===== config.mk =====
export PLATFORM = sky130hd
export DESIGN_NAME = six_channel_stepper_sequencer
export DESIGN_NICKNAME = d
export VERILOG_FILES = /design/src/scss_pkg.sv /design/src/six_channel_stepper_sequencer.sv /design/src/scss_useq.sv
export SDC_FILE = /design/constraint.sdc
export NUM_CORES = 1
export LEC_CHECK = 0
export CAP_MARGIN = 10
export CELL_PAD_IN_SITES_DETAIL_PLACEMENT = 1
export CELL_PAD_IN_SITES_GLOBAL_PLACEMENT = 2
export CORE_ASPECT_RATIO = 0.75
export CORE_MARGIN = 2
export CORE_UTILIZATION = 44
export CTS_CLUSTER_SIZE = 30
export DETAILED_ROUTE_END_ITERATION = 6
export DONT_BUFFER_PORTS = 1
export GPL_TIMING_DRIVEN = 0
export PLACE_DENSITY = 0.82
export SYNTH_ARGS = -nofsm -noshare
export SYNTH_HDL_FRONTEND = slang
export SYNTH_SLANG_ARGS = --single-unit

===== constraint.sdc =====
create_clock -name clk -period 6.5 [get_ports clk]
set_clock_uncertainty 0.15 [all_clocks]
set_input_delay 0.65 -clock clk [delete_from_list [all_inputs] [get_ports clk]]
set_output_delay 0.65 -clock clk [all_outputs]
set_load 0.01 [all_outputs]

===== src/scss_pkg.sv =====
// ----------------------------------------------------------------------------
// Six-channel stepper sequencer package
// Shared constants, codes, microcode table and helper functions.
// ----------------------------------------------------------------------------
package scss_pkg;

  localparam int NUM_CHANNELS = 6;
  localparam int PHASES       = 4;
  localparam int CH_W         = (NUM_CHANNELS > 1) ? $clog2(NUM_CHANNELS) : 1;
  localparam int PH_W         = $clog2(PHASES);
  localparam int STEP_W       = 16;
  localparam int TICK_W       = 16;
  localparam int PATTERN_W    = 8;
  localparam int BYTE_W       = 8;
  localparam int CFG_DATA_W   = 16;
  localparam int CFG_INDEX_W  = 1;

  localparam logic [BYTE_W-1:0] STROBE_BIT = 8'h01;

  typedef enum logic [3:0] {
    CMD_TICK   = 4'd0,
    CMD_LOAD   = 4'd1,
    CMD_START  = 4'd2,
    CMD_PAUSE  = 4'd3,
    CMD_RESUME = 4'd4,
    CMD_STOP   = 4'd5,
    CMD_CLEAR  = 4'd6,
    CMD_TORQUE = 4'd7,
    CMD_READ   = 4'd8
  } cmd_t;

  typedef enum logic [1:0] {
    ST_OK          = 2'd0,
    ST_REFUSED     = 2'd1,
    ST_BAD_CHANNEL = 2'd2
  } status_t;

  typedef enum logic [1:0] {
    RUN_STOPPED = 2'd0,
    RUN_RUNNING = 2'd1,
    RUN_PAUSED  = 2'd2
  } run_t;

  typedef enum logic [CFG_INDEX_W-1:0] {
    CFG_TICK_PERIOD  = 1'b0,
    CFG_FREE_PATTERN = 1'b1
  } cfg_reg_t;

  // Microprogram addresses.
  typedef enum logic [1:0] {
    UA_QUIET   = 2'd0,
    UA_PULSE   = 2'd1,
    UA_RELEASE = 2'd2,
    UA_IDLE    = 2'd3
  } uaddr_t;

  // What a control word puts into the output register.
  typedef enum logic [1:0] {
    EMIT_QUIET    = 2'd0,
    EMIT_STROBE   = 2'd1,
    EMIT_UNSTROBE = 2'd2,
    EMIT_IDLE     = 2'd3
  } emit_t;

  // How the step counter moves after a control word.
  typedef enum logic [1:0] {
    SEQ_END  = 2'd0,
    SEQ_NEXT = 2'd1,
    SEQ_CHAN = 2'd2
  } seq_t;

  typedef struct packed {
    emit_t emit;
    seq_t  seq;
  } cword_t;

  typedef struct packed {
    logic more_ch;
    logic idle_pend;
  } useq_cond_t;

  function automatic cword_t ucode_rom(uaddr_t addr);
    cword_t w;
    case (addr)
      UA_QUIET:   w = '{emit: EMIT_QUIET,    seq: SEQ_END};
      UA_PULSE:   w = '{emit: EMIT_STROBE,   seq: SEQ_NEXT};
      UA_RELEASE: w = '{emit: EMIT_UNSTROBE, seq: SEQ_CHAN};
      UA_IDLE:    w = '{emit: EMIT_IDLE,     seq: SEQ_END};
      default:    w = '{emit: EMIT_QUIET,    seq: SEQ_END};
    endcase
    return w;
  endfunction

  function automatic logic [BYTE_W-1:0] coil_of(logic [PH_W-1:0] ph);
    logic [BYTE_W-1:0] c;
    case (ph)
      2'd0:    c = 8'd192;
      2'd1:    c = 8'd144;
      2'd2:    c = 8'd48;
      2'd3:    c = 8'd96;
      default: c = 8'd192;
    endcase
    return c;
  endfunction

  function automatic logic [BYTE_W-1:0] chan_addr(logic [CH_W-1:0] idx);
    logic [BYTE_W-1:0] a;
    a = BYTE_W'(idx) + BYTE_W'(1);
    return a << 1;
  endfunction

  function automatic logic [CH_W-1:0] first_set(logic [NUM_CHANNELS-1:0] m);
    logic [CH_W-1:0] r;
    r = '0;
    for (int i = NUM_CHANNELS - 1; i >= 0; i--) begin
      if (m[i]) r = CH_W'(i);
    end
    return r;
  endfunction

endpackage


===== src/six_channel_stepper_sequencer.sv =====
// ----------------------------------------------------------------------------
// Six-channel stepper sequencer
// Full-step controller for stepper channels sharing one 8-bit arm port.
// ----------------------------------------------------------------------------
//
//   Channel  Direction  Handshake              Payload
//   in       input      in_valid / in_stall    command, channel, steps, torque_on
//   out      output     out_valid / out_stall  port_valid, port_byte, position,
//                                              status, run_state_out, last
//   cfg      input      cfg_we                 cfg_index, cfg_data
//
// Each item runs a microprogram that loads one result beat per cycle, while the
// output is not stalled, into the output register: 13 beats for a torque
// command, two per stepping channel plus an idle beat when the last steps run
// out for a stepping tick (at most 13), and one beat otherwise. A new item is
// accepted only once the final beat of the last one has been loaded.
// Reset clears all channel state, the run state and the tick count; a stalled
// output holds the sequencer in place.
module six_channel_stepper_sequencer (
  input  logic                                 clk,
  input  logic                                 rst,
  input  logic                                 in_valid,
  output logic                                 in_stall,
  input  logic [3:0]                           command,
  input  logic [2:0]                           channel,
  input  logic signed [scss_pkg::STEP_W-1:0]   steps,
  input  logic                                 torque_on,
  output logic                                 out_valid,
  input  logic                                 out_stall,
  output logic                                 port_valid,
  output logic [scss_pkg::BYTE_W-1:0]          port_byte,
  output logic signed [scss_pkg::STEP_W-1:0]   position,
  output logic [1:0]                           status,
  output logic [1:0]                           run_state_out,
  output logic                                 last,
  input  logic                                 cfg_we,
  input  logic [scss_pkg::CFG_INDEX_W-1:0]     cfg_index,
  input  logic [scss_pkg::CFG_DATA_W-1:0]      cfg_data
);
  import scss_pkg::*;

  // Configuration and channel state.
  logic [TICK_W-1:0]    tick_period;
  logic [PATTERN_W-1:0] free_pattern;
  logic [STEP_W-1:0]    remaining_steps [NUM_CHANNELS];
  logic                 direction       [NUM_CHANNELS];
  logic [PH_W-1:0]      phase_index     [NUM_CHANNELS];
  logic [STEP_W-1:0]    position_count  [NUM_CHANNELS];
  run_t                 run_state;
  logic [TICK_W-1:0]    elapsed_ticks;

  // Per-item sequencing registers.
  logic                    mode_tick;
  logic                    torque_flag;
  logic                    pos_en;
  status_t                 res_status;
  logic                    idle_pend;
  logic [NUM_CHANNELS-1:0] chan_mask;
  logic [CH_W-1:0]         ch_idx;

  cmd_t                    cmd_in;
  logic                    ch_ok;
  logic [CH_W-1:0]         ch_in_idx;
  logic                    accept;
  logic                    fire;
  logic                    busy;
  cword_t                  cw;
  useq_cond_t              cond;
  uaddr_t                  entry;

  logic [TICK_W-1:0]       elapsed_inc;
  logic                    step_due;
  logic [NUM_CHANNELS-1:0] busy_mask;
  logic                    any_left;
  logic [NUM_CHANNELS-1:0] mask_sel;
  logic                    idle_sel;

  logic [NUM_CHANNELS-1:0] mask_left;
  logic [STEP_W-1:0]       cur_rem;
  logic [PH_W-1:0]         cur_phase;
  logic [PH_W-1:0]         new_phase;
  logic [STEP_W-1:0]       cur_pos;
  logic [STEP_W-1:0]       new_pos;
  logic [BYTE_W-1:0]       coil;
  logic [BYTE_W-1:0]       byte_base;

  logic                    res_valid;
  logic [BYTE_W-1:0]       res_byte;
  logic [STEP_W-1:0]       res_pos;
  status_t                 res_st;
  logic                    res_last;

  assign cmd_in    = cmd_t'(command);
  assign ch_ok     = (channel >= 3'd1) && (channel <= 3'(NUM_CHANNELS));
  assign ch_in_idx = CH_W'(channel - 3'd1);
  assign in_stall  = busy;
  assign accept    = in_valid && !in_stall;
  assign fire      = busy && (!out_valid || !out_stall);

  // Tick bookkeeping and the set of channels that step on this tick.
  always_comb begin
    elapsed_inc = (elapsed_ticks == {TICK_W{1'b1}}) ? elapsed_ticks
                                                     : elapsed_ticks + TICK_W'(1);
    step_due    = (run_state == RUN_RUNNING) && (elapsed_inc >= tick_period);
    for (int i = 0; i < NUM_CHANNELS; i++) begin
      busy_mask[i] = (remaining_steps[i] != '0);
    end
    // A channel keeps steps after this tick only if it holds two or more now.
    any_left = 1'b0;
    for (int i = 0; i < NUM_CHANNELS; i++) begin
      if (remaining_steps[i] > STEP_W'(1)) any_left = 1'b1;
    end
  end

  always_comb begin
    mask_sel = '0;
    idle_sel = 1'b0;
    entry    = UA_QUIET;
    case (cmd_in)
      CMD_TICK: begin
        if (step_due) begin
          mask_sel = busy_mask;
          idle_sel = !any_left;
          entry    = (|busy_mask) ? UA_PULSE : UA_IDLE;
        end
      end
      CMD_TORQUE: begin
        mask_sel = '1;
        idle_sel = 1'b1;
        entry    = UA_PULSE;
      end
      default: begin
        entry = UA_QUIET;
      end
    endcase
  end

  scss_useq u_useq (
    .clk     (clk),
    .rst     (rst),
    .start   (accept),
    .entry   (entry),
    .advance (fire),
    .cond    (cond),
    .busy    (busy),
    .cw      (cw)
  );

  // Channel datapath at the channel the sequencer points to.
  always_comb begin
    mask_left = chan_mask & ~(NUM_CHANNELS'(1) << ch_idx);
    cond      = '{more_ch: |mask_left, idle_pend: idle_pend};
    cur_rem   = remaining_steps[ch_idx];
    cur_phase = phase_index[ch_idx];
    cur_pos   = position_count[ch_idx];
    if (direction[ch_idx]) begin
      new_phase = cur_phase + PH_W'(1);
      new_pos   = cur_pos + STEP_W'(1);
    end else begin
      new_phase = cur_phase - PH_W'(1);
      new_pos   = cur_pos - STEP_W'(1);
    end

    if (mode_tick) begin
      // The strobed beat of a step already shows the new phase.
      coil = (cw.emit == EMIT_STROBE) ? coil_of(new_phase) : coil_of(cur_phase);
    end else begin
      coil = torque_flag ? coil_of(cur_phase) : free_pattern;
    end
    byte_base = coil + chan_addr(ch_idx);

    res_valid = 1'b1;
    res_byte  = '0;
    res_pos   = '0;
    res_st    = ST_OK;
    res_last  = 1'b0;
    case (cw.emit)
      EMIT_QUIET: begin
        res_valid = 1'b0;
        res_pos   = pos_en ? cur_pos : '0;
        res_st    = res_status;
        res_last  = 1'b1;
      end
      EMIT_STROBE: begin
        res_byte = byte_base + STROBE_BIT;
      end
      EMIT_UNSTROBE: begin
        res_byte = byte_base;
        res_last = !cond.more_ch && !idle_pend;
      end
      EMIT_IDLE: begin
        res_byte = STROBE_BIT;
        res_last = 1'b1;
      end
      default: begin
        res_valid = 1'b0;
        res_last  = 1'b1;
      end
    endcase
  end

  // Architectural state.
  always_ff @(posedge clk) begin
    if (rst) begin
      tick_period   <= TICK_W'(12);
      free_pattern  <= '0;
      run_state     <= RUN_STOPPED;
      elapsed_ticks <= '0;
      for (int i = 0; i < NUM_CHANNELS; i++) begin
        remaining_steps[i] <= '0;
        direction[i]       <= 1'b0;
        phase_index[i]     <= '0;
        position_count[i]  <= '0;
      end
    end else begin
      if (cfg_we) begin
        case (cfg_reg_t'(cfg_index))
          CFG_TICK_PERIOD:  tick_period  <= cfg_data;
          CFG_FREE_PATTERN: free_pattern <= cfg_data[PATTERN_W-1:0];
          default: ;
        endcase
      end

      if (accept) begin
        case (cmd_in)
          CMD_TICK: begin
            if (step_due) begin
              elapsed_ticks <= '0;
              if (!any_left) run_state <= RUN_STOPPED;
            end else begin
              elapsed_ticks <= elapsed_inc;
            end
          end
          CMD_LOAD: begin
            if (ch_ok) begin
              remaining_steps[ch_in_idx] <= steps[STEP_W-1] ? $unsigned(-steps)
                                                            : $unsigned(steps);
              direction[ch_in_idx]       <= !steps[STEP_W-1] && (steps != '0);
            end
          end
          CMD_START: begin
            run_state <= RUN_RUNNING;
          end
          CMD_PAUSE: begin
            if (run_state == RUN_RUNNING) run_state <= RUN_PAUSED;
          end
          CMD_RESUME: begin
            if (run_state == RUN_PAUSED) run_state <= RUN_RUNNING;
          end
          CMD_STOP: begin
            run_state <= RUN_STOPPED;
          end
          CMD_CLEAR: begin
            for (int i = 0; i < NUM_CHANNELS; i++) begin
              position_count[i] <= '0;
            end
          end
          default: ;
        endcase
      end

      if (fire && (cw.emit == EMIT_STROBE) && mode_tick) begin
        phase_index[ch_idx]     <= new_phase;
        position_count[ch_idx]  <= new_pos;
        remaining_steps[ch_idx] <= cur_rem - STEP_W'(1);
      end
    end
  end

  // Per-item sequencing registers; only read while the sequencer is busy.
  always_ff @(posedge clk) begin
    if (accept) begin
      mode_tick   <= (cmd_in == CMD_TICK);
      torque_flag <= torque_on;
      pos_en      <= (cmd_in == CMD_READ) && ch_ok;
      idle_pend   <= idle_sel;
      chan_mask   <= mask_sel;
      ch_idx      <= (cmd_in == CMD_READ) ? ch_in_idx : first_set(mask_sel);
      case (cmd_in)
        CMD_LOAD, CMD_READ: res_status <= ch_ok ? ST_OK : ST_BAD_CHANNEL;
        CMD_PAUSE, CMD_RESUME: begin
          res_status <= (run_state == RUN_STOPPED) ? ST_REFUSED : ST_OK;
        end
        default: res_status <= ST_OK;
      endcase
    end else if (fire && (cw.emit == EMIT_UNSTROBE)) begin
      chan_mask <= mask_left;
      ch_idx    <= first_set(mask_left);
    end
  end

  // Output register.
  always_ff @(posedge clk) begin
    if (rst) begin
      out_valid <= 1'b0;
    end else if (fire) begin
      out_valid <= 1'b1;
    end else if (out_valid && !out_stall) begin
      out_valid <= 1'b0;
    end
  end

  always_ff @(posedge clk) begin
    if (fire) begin
      port_valid    <= res_valid;
      port_byte     <= res_byte;
      position      <= $signed(res_pos);
      status        <= res_st;
      run_state_out <= run_state;
      last          <= res_last;
    end
  end

  // A new item always occupies the sequencer on the following cycle.
  a_accept_busy: assert property (@(posedge clk) disable iff (rst)
    accept |=> busy)
    else $error("sequencer not busy after an accepted item");

  // The final beat of an item ends the microprogram.
  a_last_ends: assert property (@(posedge clk) disable iff (rst)
    fire && res_last |=> !busy)
    else $error("sequencer still busy after the final beat");

  // Only channels with steps left are pulsed on a tick.
  a_step_nonzero: assert property (@(posedge clk) disable iff (rst)
    fire && (cw.emit == EMIT_STROBE) && mode_tick |-> cur_rem != '0)
    else $error("stepping a channel with no steps left");

  // A non-final beat never leaves the sequencer idle.
  a_more_follows: assert property (@(posedge clk) disable iff (rst)
    fire && !res_last |=> busy)
    else $error("sequencer stopped before the final beat");

endmodule


===== src/scss_useq.sv =====
// ----------------------------------------------------------------------------
// Microprogram sequencer
// Step counter over the control store, with the channel loop jump.
// ----------------------------------------------------------------------------
module scss_useq (
  input  logic                clk,
  input  logic                rst,
  input  logic                start,
  input  scss_pkg::uaddr_t    entry,
  input  logic                advance,
  input  scss_pkg::useq_cond_t cond,
  output logic                busy,
  output scss_pkg::cword_t    cw
);
  import scss_pkg::*;

  uaddr_t pc;
  uaddr_t pc_next;
  logic   busy_next;

  assign cw = ucode_rom(pc);

  always_comb begin
    pc_next   = pc;
    busy_next = busy;
    if (start) begin
      pc_next   = entry;
      busy_next = 1'b1;
    end else if (busy && advance) begin
      case (cw.seq)
        SEQ_END: begin
          busy_next = 1'b0;
        end
        SEQ_NEXT: begin
          pc_next = uaddr_t'(pc + 2'd1);
        end
        SEQ_CHAN: begin
          // Loop back while channels remain, then the idle beat if one is owed.
          if (cond.more_ch) begin
            pc_next = UA_PULSE;
          end else if (cond.idle_pend) begin
            pc_next = UA_IDLE;
          end else begin
            busy_next = 1'b0;
          end
        end
        default: begin
          busy_next = 1'b0;
        end
      endcase
    end
  end

  always_ff @(posedge clk) begin
    if (rst) begin
      busy <= 1'b0;
      pc   <= UA_QUIET;
    end else begin
      busy <= busy_next;
      pc   <= pc_next;
    end
  end

endmodule

==> results.cfg <==
[clock_network]
clock_latency_ns = 0.57
clk_pin_slew_ns = 0.06
postCtsHoldBufs = 0
cts_tree = built
clock_path_buffers = 3
cts.sinks = 374
htree_num_levels = 2
root_buffer = clkbuf_16
cts_buffers = 40
post_cts_buffers = 0

[placed_design]
hpwlAfterDp_um = 41660
gp_congestion = 0.8904
pre_cts_slack_ns = -1.075
numPortBuffers = 0
dp_cells = 2239

[grt]
antenna_found_initial = 0
grt_pass1_wl_um = 87110
track_usage = 0.2558
grt_pass1_vias = 14110
grt_start_max_net_pins = 27
overflow = 0

[layout]
drive_gt1_frac = 0.1189
final_cell_mix = edfxtp_1, nor2_1, nand2_1, inv_1, a21oi_1
area_growth_pct = 11.77
antenna_cells = 0
layout_commonest_cell = edfxtp_1
final_nets = 1809
fin_cells = 2310

[timing]
setup_viol = 0
maxSlewHeadroom = 0.1768
tightest_slew_ns = 1.227
finalSetupTns_ns = 0
rsz0062_at_grt = false
period_share = 0.9480
max_freq_mhz = 162.3
slew_violations = 0
hold_viol_final = 0
setup_ws_ns = 0.3383
fin_crit_ns = 6.162

[worst_setup_path]
reg2reg_slack_ns = 0.34
crit_chain = buf_6 -> buf_2 -> buf_4 -> buf_2 -> buf_2 -> mux4_2 -> mux2i_2 -> buf_8 -> ha_1 -> a21oi_1 -> o21ai_0 -> o41ai_1 -> a31oi_1 -> a221oi_1 -> xnor2_1 -> nor2_1
rr_endpoint = position_count[1][15]
path_class = flip-flop to flip-flop
worstPathMaxFanout = 19
required_ns = 6.63
start_kind = flip-flop
reg2regPathDepth = 16
cp_slowest_cell = mux2i_2
cp.arrival_ns = 6.29
cpMostUsedCell = buf_2
slowest_delay_ns = 0.66
end_kind = flip-flop

[logic_synthesis]
synth_ff_type = edfxtp_1
synth_nets = 1760
synthCells = 1653
synth_cell_types = 76
yosys.area_share.adder = 0.04056
syn_avg_cell_area_um2 = 11.61
synth_mux_area_frac = 0.1076
synth.yosys.warnings = 0
synth-edff-count = 325
synth_top_family_by_area = simple AND/OR/NAND/NOR gates
netlist_area_um2 = 19190
synth_simple_gate_area_frac = 0.1498
synth-async-reset-ratio = 0
synth_xor_area_frac = 0.02374
ys_ff_latch = 374
synth_compound_area_frac = 0.08379
seq_area_frac_synth = 0.5597

[power_and_ir_drop]
p_total_mw = 6.672
switching_share = 0.3066
p_int_mw = 4.626
p_comb_frac = 0.226
leakagePower_nw = 7.802
p_per_area_nw_per_um2 = 311.1
clkPwrFrac = 0.351
p_sw_mw = 2.045
seq_power_share = 0.423
peakVddDrop_v = 0.0001665

[run_status]
status = complete, no violations

[drt]
wl_per_cell_um = 24.79
drt_iter0_drc = 1127
viasPerCell = 5.926
drt_first_pass_iters = 5
antenna_left = 0
wirelength_um = 57260
vias = 13690
drc = 0

[die]
die_h_um = 184.9
start_util = 0.4443
dieArea_um2 = 45310
core_region_area_um2 = 43190
boundaryPins = 78
rows = 66
die_w_um = 245.1

[worst_hold_path]
min_path_type = input pin to flip-flop
min_to = torque_flag
min-delay-start = torque_on
min_path_cells = 0

[run]
max_cap_viol_count = 0
what timing repair did:
action,CTS,global route
pin swaps,0,0
resized for setup,9,11
setup endpoints to repair,12,19
hold endpoints to repair,0,0
worst max-delay path: cells and delay by family (launching register included):
| family | cells | cell delay, ns |
|---|---|---|
| AOI/OAI and AO/OA | 5 | 1.52 |
| xor gates and xnor gates | 1 | 0.39 |
| adders and majority gates | 1 | 0.33 |
| buffers and inverters | 6 | 1.93 |
| DFF | 1 | 0.33 |
| muxes | 2 | 1.06 |
| and+or+nand+nor | 1 | 0.14 |
logic make-up after synthesis:
| logic type | after synthesis |
|---|---|
| simple gates | 624 |
| flops | 374 |
| compound gates | 249 |
| buf+inv | 168 |
| mux | 125 |
| fa+ha+maj | 61 |
| xor+xnor | 52 |
per-stage QoR:
| stage | util | hold slack [ns] | cell area, µm² |
|---|---|---|---|
| CTS | 0.4956 | 0.01695 | 21410 |
| floorplan | - | 0.2817 | 19190 |
| global route | 0.4966 | 0.02290 | 21450 |
| finish | 0.4966 | 0.03939 | 21450 |
| detailed placement | 0.4649 | 0.3042 | 20080 |
| global placement | 0.4610 | 0.2944 | 19910 |
power by group through the flow:
stage | Clock [mW] | Combinational, mW | Sequential [mW]
global placement | 0 | 1.40 | 2.87
global route | 2.46 | 1.65 | 2.83
CTS | 2.37 | 1.49 | 2.82
floorplan | 0 | 1.04 | 2.85
finish | 2.34 | 1.51 | 2.82
detailed placement | 0 | 1.47 | 2.87
worst max-delay path by stage:
stage | startpoint | to | slack, ns | depth (start not counted)
after global routing | flip-flop | port_byte[7] | 0.07 | 19
after floorplan | flip-flop | port_byte[7] | 0.98 | 20
after CTS | flip-flop | port_byte[7] | 0.08 | 19
after detailed placement | flip-flop | port_byte[7] | -1.08 | 19
final | flip-flop | position_count[1][15] | 0.34 | 16
after global placement | out_stall | position_count[6][5] | -1.55 | 5
registers in the layout, summed over array words and instances (netlist names), 2 cells and up, named ones only:
name	count
port_byte	8
free_pattern	8
res_status	2
phase_index	16
status	2
chan_mask	6
direction	8
tick_period	16
elapsed_ticks	16
remaining_steps	128
position_count	128
ch_idx	3
u_useq.pc	2
run_state	2
run_state_out	2
position	16
synthesized netlist by cell type, types with 22 or more instances:
cell type  number  area share
nor2b_1        24      0.0078
mux4_2         61       0.072
clkbuf_1       58       0.011
xor2_1         28       0.013
nor2_1        284       0.056
nor3_1         30      0.0078
mux2_2         27       0.016
nand3_1        28      0.0073
edfxtp_1      325        0.51
mux2i_1        36       0.019
nand2_1       125       0.024
xnor2_1        24       0.011
a21oi_1        81       0.021
o21ai_0        46       0.012
nand2b_1       22      0.0072
nor4_1         29      0.0095
inv_1          84       0.016
ha_1           59       0.038
dfxtp_1        49       0.051
per-layer routing:
metal / vias up / track usage / wire, µm
met5: - / 0 / 0
met4: 0 / 0.06512 / 1202
met3: 85 / 0.04520 / 3313
met2: 372 / 0.4026 / 26280
met1: 7047 / 0.3672 / 26460
li1: 6186 / - / -
area by class of cell:
type / instances / area [µm²]
Fill cell: 4550 / 21740
Sequential cell: 374 / 10740
Multi-Input combinational cell: 1111 / 7844
Clock buffer: 52 / 1099
Tap cell: 578 / 723.2
Buffer: 79 / 356.6
Inverter: 87 / 326.6
Clock inverter: 20 / 207.7
Timing Repair Buffer: 9 / 148.9
(Power assumes the default switching activity.)
